### config.mk
export PLATFORM = sky130hd
export DESIGN_NAME = sm3_hash_engine_unit
export DESIGN_NICKNAME = d
export VERILOG_FILES = /design/src/rtl/sm3_pkg.sv /design/src/rtl/sm3_front.sv /design/src/rtl/sm3_blk_queue.sv /design/src/rtl/sm3_core.sv /design/src/rtl/sm3_hash_engine_unit.sv
export SDC_FILE = /design/constraint.sdc
export NUM_CORES = 2
export LEC_CHECK = 0
export ABC_AREA = 0
export BUFFER_PORTS_ARGS = -buffer_cell sky130_fd_sc_hd__buf_2
export CORE_MARGIN = 4
export CORE_UTILIZATION = 30
export DETAILED_ROUTE_END_ITERATION = 8
export PLACE_DENSITY = 0.5
export SLEW_MARGIN = 30
export SYNTH_ARGS = -nofsm -noshare
export SYNTH_HDL_FRONTEND = slang
export SYNTH_SLANG_ARGS = --single-unit
### constraint.sdc
create_clock -name i_clk -period 196.3 [get_ports i_clk]
set_input_delay 49.075 -clock i_clk [delete_from_list [all_inputs] [get_ports i_clk]]
set_output_delay 49.075 -clock i_clk [all_outputs]
set_load 0.03 [all_outputs]
### src/rtl/sm3_pkg.sv
// shared types, constants and functions of the sm3 hash engine
`timescale 1ns / 1ps

package sm3_pkg;

    localparam int LENGTH_WIDTH_DEF = 64;
    localparam int QUEUE_DEPTH_DEF  = 2;

    typedef struct packed {
        logic [31:0] data_word;
        logic [2:0]  byte_count;
        logic        last_word;
    } t_in_word;

    typedef struct packed {
        logic [31:0] digest_word;
        logic        digest_last;
    } t_digest;

    typedef logic [0:7][31:0] t_chain;

    typedef struct packed {
        logic              blk_last;
        logic [15:0][31:0] words;
    } t_block;

    localparam t_chain SM3_IV = {
        32'h7380166F, 32'h4914B2B9, 32'h172442D7, 32'hDA8A0600,
        32'hA96F30BC, 32'h163138AA, 32'hE38DEE4D, 32'hB0FB0E4E
    };

    localparam logic [31:0] SM3_T_LO  = 32'h79CC4519;
    localparam logic [31:0] SM3_T_HI  = 32'h7A879D8A;
    localparam logic [7:0]  SM3_PAD   = 8'h80;

    function automatic logic [31:0] rotl32(input logic [31:0] x, input logic [4:0] n);
        rotl32 = (x << n) | (x >> (6'd32 - {1'b0, n}));
    endfunction

    function automatic logic [31:0] perm0(input logic [31:0] x);
        perm0 = x ^ rotl32(x, 5'd9) ^ rotl32(x, 5'd17);
    endfunction

    function automatic logic [31:0] perm1(input logic [31:0] x);
        perm1 = x ^ rotl32(x, 5'd15) ^ rotl32(x, 5'd23);
    endfunction

    // round constant already rotated by the round number
    function automatic logic [31:0] round_const(input logic [5:0] j);
        round_const = rotl32((j[5:4] == 2'd0) ? SM3_T_LO : SM3_T_HI, j[4:0]);
    endfunction

endpackage

### src/rtl/sm3_front.sv
// byte packer and padder: builds 64-byte blocks from message words
`timescale 1ns / 1ps

module sm3_front #(
    parameter int LENGTH_WIDTH = 64
) (
    input  logic            i_clk,
    input  logic            i_rst_n,
    input  logic            i_push,
    input  sm3_pkg::t_in_word i_item,
    output logic            o_full,
    output logic            o_q_push,
    output sm3_pkg::t_block o_q_block,
    input  logic            i_q_full
);
    import sm3_pkg::*;

    localparam logic [2:0] ST_IDLE = 3'd0;
    localparam logic [2:0] ST_DATA = 3'd1;
    localparam logic [2:0] ST_PAD  = 3'd2;
    localparam logic [2:0] ST_ZERO = 3'd3;
    localparam logic [2:0] ST_LEN  = 3'd4;

    logic [2:0]              r_state, n_state;
    logic [31:0]             r_data, n_data;
    logic [2:0]              r_cnt, n_cnt;
    logic                    r_last, n_last;
    logic [5:0]              r_fill, n_fill;
    logic [LENGTH_WIDTH-1:0] r_bits, n_bits;
    logic [15:0][31:0]       r_buf, n_buf;

    logic        byte_en;
    logic        go;
    logic [7:0]  byte_val;
    logic [2:0]  in_cnt;
    logic [63:0] len64;

    assign len64   = 64'(r_bits);
    assign byte_en = (r_state != ST_IDLE);
    assign go      = byte_en && !((r_fill == 6'd63) && i_q_full);
    assign o_full  = (r_state != ST_IDLE);
    assign in_cnt  = (i_item.byte_count > 3'd4) ? 3'd4 : i_item.byte_count;

    always_comb begin
        n_state  = r_state;
        n_data   = r_data;
        n_cnt    = r_cnt;
        n_last   = r_last;
        n_fill   = r_fill;
        n_bits   = r_bits;
        n_buf    = r_buf;
        byte_val = 8'd0;
        o_q_push = 1'b0;

        unique case (r_state)
            ST_IDLE: byte_val = 8'd0;
            ST_DATA: byte_val = r_data[31:24];
            ST_PAD:  byte_val = SM3_PAD;
            ST_ZERO: byte_val = 8'd0;
            ST_LEN:  byte_val = len64[{~r_cnt, 3'b000} +: 8];
            default: byte_val = 8'd0;
        endcase

        if (r_state == ST_IDLE) begin
            if (i_push) begin
                n_data = i_item.data_word;
                n_cnt  = in_cnt;
                n_last = i_item.last_word;
                n_bits = r_bits + LENGTH_WIDTH'({in_cnt, 3'b000});
                if (in_cnt != 3'd0) begin
                    n_state = ST_DATA;
                end else if (i_item.last_word) begin
                    n_state = ST_PAD;
                end
            end
        end else if (go) begin
            n_buf[r_fill[5:2]][{~r_fill[1:0], 3'b000} +: 8] = byte_val;
            n_fill   = r_fill + 6'd1;
            o_q_push = (r_fill == 6'd63);
            case (r_state)
                ST_DATA: begin
                    n_data = r_data << 8;
                    n_cnt  = r_cnt - 3'd1;
                    if (r_cnt == 3'd1) begin
                        n_state = r_last ? ST_PAD : ST_IDLE;
                    end
                end
                ST_PAD, ST_ZERO: begin
                    if (n_fill == 6'd56) begin
                        n_state = ST_LEN;
                        n_cnt   = 3'd0;
                    end else begin
                        n_state = ST_ZERO;
                    end
                end
                ST_LEN: begin
                    n_cnt = r_cnt + 3'd1;
                    if (r_cnt == 3'd7) begin
                        n_state = ST_IDLE;
                        n_bits  = '0;
                    end
                end
                default: n_state = ST_IDLE;
            endcase
        end
    end

    assign o_q_block.blk_last = (r_state == ST_LEN) && (r_cnt == 3'd7);
    assign o_q_block.words    = n_buf;

    always_ff @(posedge i_clk) begin
        if (!i_rst_n) begin
            r_state <= ST_IDLE;
            r_fill  <= '0;
            r_bits  <= '0;
        end else begin
            r_state <= n_state;
            r_fill  <= n_fill;
            r_bits  <= n_bits;
        end
        r_data <= n_data;
        r_cnt  <= n_cnt;
        r_last <= n_last;
        r_buf  <= n_buf;
    end

endmodule

### src/rtl/sm3_blk_queue.sv
// short queue of full blocks between packer and compression core
`timescale 1ns / 1ps

module sm3_blk_queue #(
    parameter int DEPTH = 2
) (
    input  logic            i_clk,
    input  logic            i_rst_n,
    input  logic            i_push,
    input  sm3_pkg::t_block i_block,
    output logic            o_full,
    input  logic            i_pop,
    output sm3_pkg::t_block o_block,
    output logic            o_empty
);
    import sm3_pkg::*;

    localparam int PW = (DEPTH > 1) ? $clog2(DEPTH) : 1;
    localparam int CW = $clog2(DEPTH + 1);

    t_block        r_mem [DEPTH];
    logic [PW-1:0] r_wp, r_rp;
    logic [CW-1:0] r_cnt;

    logic do_push, do_pop;

    assign o_full  = (r_cnt == CW'(DEPTH));
    assign o_empty = (r_cnt == '0);
    assign do_push = i_push && !o_full;
    assign do_pop  = i_pop && !o_empty;
    assign o_block = r_mem[r_rp];

    always_ff @(posedge i_clk) begin
        if (!i_rst_n) begin
            r_wp  <= '0;
            r_rp  <= '0;
            r_cnt <= '0;
        end else begin
            if (do_push) begin
                r_wp <= (r_wp == PW'(DEPTH - 1)) ? '0 : r_wp + PW'(1);
            end
            if (do_pop) begin
                r_rp <= (r_rp == PW'(DEPTH - 1)) ? '0 : r_rp + PW'(1);
            end
            if (do_push && !do_pop) begin
                r_cnt <= r_cnt + CW'(1);
            end else if (do_pop && !do_push) begin
                r_cnt <= r_cnt - CW'(1);
            end
        end
        if (do_push) begin
            r_mem[r_wp] <= i_block;
        end
    end

endmodule

### src/rtl/sm3_core.sv
// sm3 compression core: message expansion, 64 rounds, digest output
`timescale 1ns / 1ps

module sm3_core (
    input  logic            i_clk,
    input  logic            i_rst_n,
    input  sm3_pkg::t_block i_q_block,
    input  logic            i_q_empty,
    output logic            o_q_pop,
    input  logic            i_pop,
    output logic            o_empty,
    output sm3_pkg::t_digest o_result
);
    import sm3_pkg::*;

    localparam logic [1:0] ST_IDLE   = 2'd0;
    localparam logic [1:0] ST_ROUND  = 2'd1;
    localparam logic [1:0] ST_FINISH = 2'd2;

    logic [1:0]        r_state;
    logic [5:0]        r_round;
    logic [15:0][31:0] r_w;
    t_chain            r_v;
    t_chain            r_chain;
    logic              r_final;
    t_chain            r_dig;
    logic              r_dvalid;
    logic [2:0]        r_didx;

    logic [31:0] a12, ss1, ss2, ff, gg, tt1, tt2, wnew;
    t_chain      v_next;
    t_chain      chain_new;
    logic        low_rounds;

    assign low_rounds = (r_round[5:4] == 2'd0);
    assign a12  = rotl32(r_v[0], 5'd12);
    assign ss1  = rotl32(a12 + r_v[4] + round_const(r_round), 5'd7);
    assign ss2  = ss1 ^ a12;
    assign ff   = low_rounds ? (r_v[0] ^ r_v[1] ^ r_v[2])
                             : ((r_v[0] & r_v[1]) | (r_v[0] & r_v[2]) | (r_v[1] & r_v[2]));
    assign gg   = low_rounds ? (r_v[4] ^ r_v[5] ^ r_v[6])
                             : ((r_v[4] & r_v[5]) | (~r_v[4] & r_v[6]));
    assign tt1  = ff + r_v[3] + ss2 + (r_w[0] ^ r_w[4]);
    assign tt2  = gg + r_v[7] + ss1 + r_w[0];
    // next expanded word w[j+16]
    assign wnew = perm1(r_w[0] ^ r_w[7] ^ rotl32(r_w[13], 5'd15))
                  ^ rotl32(r_w[3], 5'd7) ^ r_w[10];

    assign v_next = {tt1, r_v[0], rotl32(r_v[1], 5'd9), r_v[2],
                     perm0(tt2), r_v[4], rotl32(r_v[5], 5'd19), r_v[6]};
    assign chain_new = r_chain ^ r_v;

    assign o_q_pop = (r_state == ST_IDLE) && !i_q_empty;
    assign o_empty = !r_dvalid;
    assign o_result.digest_word = r_dig[r_didx];
    assign o_result.digest_last = (r_didx == 3'd7);

    always_ff @(posedge i_clk) begin
        if (!i_rst_n) begin
            r_state  <= ST_IDLE;
            r_round  <= '0;
            r_chain  <= SM3_IV;
            r_dvalid <= 1'b0;
            r_didx   <= '0;
        end else begin
            if (i_pop && r_dvalid) begin
                r_didx <= r_didx + 3'd1;
                if (r_didx == 3'd7) begin
                    r_dvalid <= 1'b0;
                end
            end
            unique case (r_state)
                ST_IDLE: begin
                    if (!i_q_empty) begin
                        r_w     <= i_q_block.words;
                        r_v     <= r_chain;
                        r_final <= i_q_block.blk_last;
                        r_round <= '0;
                        r_state <= ST_ROUND;
                    end
                end
                ST_ROUND: begin
                    r_v     <= v_next;
                    r_w     <= {wnew, r_w[15:1]};
                    r_round <= r_round + 6'd1;
                    if (r_round == 6'd63) begin
                        r_state <= ST_FINISH;
                    end
                end
                ST_FINISH: begin
                    // final block waits until the previous digest is drained
                    if (!(r_final && r_dvalid)) begin
                        r_state <= ST_IDLE;
                        if (r_final) begin
                            r_dig    <= chain_new;
                            r_dvalid <= 1'b1;
                            r_didx   <= '0;
                            r_chain  <= SM3_IV;
                        end else begin
                            r_chain  <= chain_new;
                        end
                    end
                end
                default: r_state <= ST_IDLE;
            endcase
        end
    end

    a_round_end: assert property (@(posedge i_clk) disable iff (!i_rst_n)
        (r_state == ST_ROUND && r_round == 6'd63) |=> (r_state == ST_FINISH))
        else $error("round counter did not end the block");

    a_idx_idle: assert property (@(posedge i_clk) disable iff (!i_rst_n)
        !r_dvalid |-> (r_didx == 3'd0))
        else $error("digest index not at word 0 while empty");

    a_digest_load: assert property (@(posedge i_clk) disable iff (!i_rst_n)
        (r_state == ST_FINISH && r_final && !r_dvalid) |=> (r_dvalid && r_chain == SM3_IV))
        else $error("digest not loaded or chain not restarted");

endmodule

### src/rtl/sm3_hash_engine_unit.sv
// top level of the sm3 hash engine
// usage:
//   input side is a queue: drive i_item and i_push; a word is taken at an edge
//   with i_push high and o_full low. each word carries up to four big-endian
//   bytes, a byte count (above four counts as four) and a last mark.
//   result side is a queue: o_result holds the oldest digest word while o_empty
//   is low; it is taken at an edge with i_pop high. eight words per message,
//   word 0 first, digest_last set on the eighth.
// flow:
//   the packer takes a word, then moves one byte per cycle unless the block
//   queue is full when a block's last byte is due; o_full stays high until the
//   word's bytes are moved. the core runs one round per cycle, and a two-block
//   queue lets packing and compression stall on their own.
//   after the last word, the packer adds padding and the length, holding
//   o_full meanwhile, and the digest appears once the final block has been
//   compressed.
// stalls: if the digest is not popped, the next message's final block waits in
//   the core and the block queue fills, after which o_full holds off input.
// reset: i_rst_n low at an edge clears the length, fill, queues and restores
//   the initial chaining value.
`timescale 1ns / 1ps

module sm3_hash_engine_unit #(
    parameter int LENGTH_WIDTH = sm3_pkg::LENGTH_WIDTH_DEF
) (
    input  logic             i_clk,
    input  logic             i_rst_n,
    input  logic             i_push,
    input  sm3_pkg::t_in_word i_item,
    output logic             o_full,
    output logic             o_empty,
    input  logic             i_pop,
    output sm3_pkg::t_digest o_result
);
    import sm3_pkg::*;

    logic   q_push, q_full, q_pop, q_empty;
    t_block q_in, q_out;

    sm3_front #(
        .LENGTH_WIDTH(LENGTH_WIDTH)
    ) u_front (
        .i_clk    (i_clk),
        .i_rst_n  (i_rst_n),
        .i_push   (i_push),
        .i_item   (i_item),
        .o_full   (o_full),
        .o_q_push (q_push),
        .o_q_block(q_in),
        .i_q_full (q_full)
    );

    sm3_blk_queue #(
        .DEPTH(QUEUE_DEPTH_DEF)
    ) u_queue (
        .i_clk  (i_clk),
        .i_rst_n(i_rst_n),
        .i_push (q_push),
        .i_block(q_in),
        .o_full (q_full),
        .i_pop  (q_pop),
        .o_block(q_out),
        .o_empty(q_empty)
    );

    sm3_core u_core (
        .i_clk    (i_clk),
        .i_rst_n  (i_rst_n),
        .i_q_block(q_out),
        .i_q_empty(q_empty),
        .o_q_pop  (q_pop),
        .i_pop    (i_pop),
        .o_empty  (o_empty),
        .o_result (o_result)
    );

endmodule
==> impl_metrics.sql <==
INSERT INTO impl_metrics (metric_group, metric, value, unit) VALUES
('run_status', 'status', 'finished clean', ''),
('synthesis', 'synth_top_cells_by_area', 'edfxtp_1 49%, dfxtp_1 13%, nand2_1 5.6%', ''),
('floorplanning', 'design.portCount', '75', ''),
('setup_path', 'worst-path-max-fanout', '36', ''),
('worst_hold_path', 'timing.hold.worst.start', 'u_front.r_buf[367]', ''),
('floorplanning', 'chipHeight', '659', 'um'),
('placed_design', 'hpwl_detailed', '284', 'mm'),
('setup_path', 'r2r_setup_slack', '184.26', 'ns'),
('synthesis', 'yosys.area.top_type_share', '0.493', ''),
('global_routing', 'antenna_found_initial', '27', ''),
('worst_hold_path', 'hold-path-cell-count', '1', ''),
('drt', 'vias', '80600', ''),
('drt', 'totalWireLength', '409', 'mm'),
('sta', 'fin_skew', '0.0694', 'ns'),
('sta', 'report.final.slew_viol_count', '0', ''),
('setup_path', 'worstRegToRegCells', '34', ''),
('cts', 'clockBufferDepth', '4', ''),
('final_layout', 'drive_above_1_share', '0.0985', ''),
('synthesis', 'synth-seq-cells', '2942', ''),
('drt', 'vias_per_cell', '4.94', ''),
('synthesis', 'yosys_most_used_dff', 'edfxtp_1', ''),
('synthesis', 'asyncSetResetFlopFracSynth', '0', ''),
('synthesis', 'syn-cell-area', '0.127', 'mm^2'),
('global_routing', 'grt_first_pass_wirelength', '578', 'mm'),
('floorplanning', 'start_util', '0.302', ''),
('cts', 'clk_pin_slew', '0.06', 'ns'),
('worst_hold_path', 'sink_of_the_worst_hold_path', 'u_front.r_buf[367]', ''),
('synthesis', 'synth_commonest_cells', '2087 x edfxtp_1, 1892 x nand2_1, 1274 x o21ai_0', ''),
('synthesis', 'syn_nets', '10800', ''),
('drt', 'drt_pass1_iterations', '6', ''),
('sta', 'rsz0062_at_grt', 'false', ''),
('final_layout', 'area_used_by_multi_input_combinational_logic', '0.0441', 'mm^2'),
('placed_design', 'numPortBuffers', '74', ''),
('synthesis', 'postSynthAreaPerCell', '12.2', 'um^2'),
('sta', 'report.final.hold_viol_count', '0', ''),
('global_routing', 'pin_count_of_the_biggest_net_entering_global_routing', '213', ''),
('sta', 'setup_viol', '0', ''),
('synthesis', 'synth-warning-count', '0', ''),
('cts', 'ctsResizeCount', '0', ''),
('cts', 'hold_buffers', '0', ''),
('final_layout', 'regArea', '0.0798', 'mm^2'),
('setup_path', 'setup.worst_path.end_class', 'output pin', ''),
('final_layout', 'design.final.nets', '10700', ''),
('synthesis', 'ys_seq_area_frac', '0.628', ''),
('synthesis', 'synthesis.instances', '10400', ''),
('cts', 'num_cts_buffers', '324', ''),
('flow_run', 'drv_cap', '0', ''),
('final_layout', 'n_fill_cell', '41300', ''),
('setup_path', 'critPathArrivalTime', '3.84', 'ns'),
('cts', 'tritoncts', 'built', ''),
('global_routing', 'grt_usage', '0.182', ''),
('cts', 'tritoncts_num_sinks', '2942', ''),
('drt', 'post_detailed_route_count_of_antenna_violating_nets', '0', ''),
('sta', 'worst_relative_slew_slack', '0.236', ''),
('final_layout', 'area_growth', '13.9', '%'),
('setup_path', 'path_class', 'flop to output pin', ''),
('cts', 'clock_tree.root_cell', 'clkbuf_16', ''),
('sta', 'maximum_clock_rate', '0.0189', 'GHz'),
('worst_hold_path', 'hold_crit_class', 'flop to flop', ''),
('setup_path', 'critical_path.startpoint_type', 'flop', ''),
('drt', 'post_drt_wl_per_cell', '25.1', 'um'),
('sta', 'final_min_period_over_clock_period', '0.270', ''),
('floorplanning', 'std_cell_rows', '238', ''),
('setup_path', 'required_time_worst_endpoint', '147.23', 'ns'),
('floorplanning', 'design.die.area', '0.434', 'mm^2'),
('floorplanning', 'coreArea', '0.421', 'mm^2'),
('placed_design', 'final_wtd_congestion', '0.920', ''),
('synthesis', 'synth-edff-count', '2087', ''),
('sta', 'setup_tns', '0', 'ns'),
('cts', 'clock_latency', '0.93', 'ns'),
('setup_path', 'reg2reg_from', 'u_core.r_round[0]', ''),
('global_routing', 'aggregate_global_routing_overflow', '0', ''),
('drt', 'drt-initial-drc-count', '7855', ''),
('synthesis', 'synth_cell_type_count', '96', ''),
('cts', 'h_tree_depth', '5', ''),
('cts', 'number_of_buffers_inserted_to_repair_setup_after_cts', '0', ''),
('drt', 'drt_drc_violations_left', '0', ''),
('sta', 'finalWorstPathRequiredPeriod', '52.91', 'ns'),
('sta', 'tightest_slew', '1.14', 'ns'),
('setup_path', 'regToRegEndpoint', 'u_core.r_v[124]', ''),
('global_routing', 'grt_pass1_vias', '78000', ''),
('floorplanning', 'die_x', '659', 'um'),
('synthesis', 'synth.most_common_cell', 'edfxtp_1', ''),
('synthesis', 'synth_top_cell_by_area', 'edfxtp_1', '');
[cell usage in the layout (no fill, tap or decap), types with 168 or more instances in the layout]
| cell type | instances |
|---|---|
| nor2_1 | 466 |
| nand2_1 | 1885 |
| mux2i_1 | 573 |
| dfxtp_1 | 851 |
| mux2_2 | 168 |
| edfxtp_1 | 2087 |
| o21ai_0 | 1272 |
| a21oi_1 | 334 |
| xnor2_1 | 289 |
| clkbuf_16 | 333 |
| fa_1 | 189 |
| inv_1 | 300 |
| xor2_1 | 428 |
[critical path: stages (launching register included)]
cell and delay (ns):
dfxtp_4 0.84, buf_4 0.73, mux4_2 0.66, mux2_2 0.39, buf_2 0.21
[worst max-delay path by stage]
stage | start | to | depth (start not counted)
final | u_core.r_didx[0] | o_result[9] | 4
after global routing | u_core.r_didx[0] | o_result[9] | 4
after CTS | u_core.r_didx[0] | o_result[9] | 4
after detailed placement | i_rst_n | u_core.r_v[199] | 7
after global placement | i_rst_n | u_core.r_v[199] | 7
after floorplan | i_rst_n | u_core.r_v[0] | 3
[metrics by stage]
step / instances / util / setup slack, ns / area [um^2] / hold slack (ns)
2_1_floorplan: 10400 / - / 92.10 / 127000 / 0.451
3_3_place_gp: 15700 / 0.317 / 142.40 / 133000 / 0.460
3_5_place_dp: 15700 / 0.317 / 142.33 / 134000 / 0.473
4_1_cts: 16300 / 0.343 / 143.19 / 144000 / 0.475
5_1_grt: 16300 / 0.344 / 143.15 / 145000 / 0.497
6_report: 16300 / 0.344 / 143.39 / 145000 / 0.482
[flip-flops by register name (all words and copies together), names as in the netlist, named ones only]
signal	cells
u_front.r_state	3
u_front.r_buf	512
u_core.r_state	2
u_core.r_chain	256
u_core.r_dvalid	1
u_core.r_round	6
u_front.r_data	32
u_front.r_cnt	3
u_queue.r_cnt	2
u_front.len64	61
u_core.r_final	1
u_front.r_last	1
u_front.r_fill	6
u_core.r_v	256
u_core.r_dig	256
u_queue.r_mem	1026
u_queue.r_wp	1
u_queue.r_rp	1
u_core.r_w	512
u_core.r_didx	3
[cells by family after synthesis]
logic type               count (synthesis)  share of synthesized area
flip-flops                            2942                      0.628
AND/OR/NAND/NOR                       2719                     0.0865
multiplexers                           818                     0.0737
buffers and inverters                  893                     0.0268
adder cells (fa/ha/maj)                307                     0.0413
XOR/XNOR                               739                     0.0525
AO/OA/AOI/OAI                         2022                     0.0913
[per-layer routing]
layer,up-vias,part of all wire,routed length [um],GRT usage
li1,36900,-,-,-
met1,40600,0.44,181000,0.252
met2,2530,0.46,186000,0.290
met3,513,0.064,26200,0.0297
met4,2,0.036,14800,0.0607
met5,-,0.000032,13,0
[layout make-up]
type,count,share of cell area
sequential,2942,0.552
multi-input combinational,6605,0.305
clock buffer,428,0.0624
tap,5640,0.0488
timing repair buffer,216,0.0122
clock inverter,163,0.0121
inverter,303,0.00791
antenna,9,0.000156
Power is not shown: default switching activity piles up to over one toggle a cycle in this logic, so the estimate is an artifact.
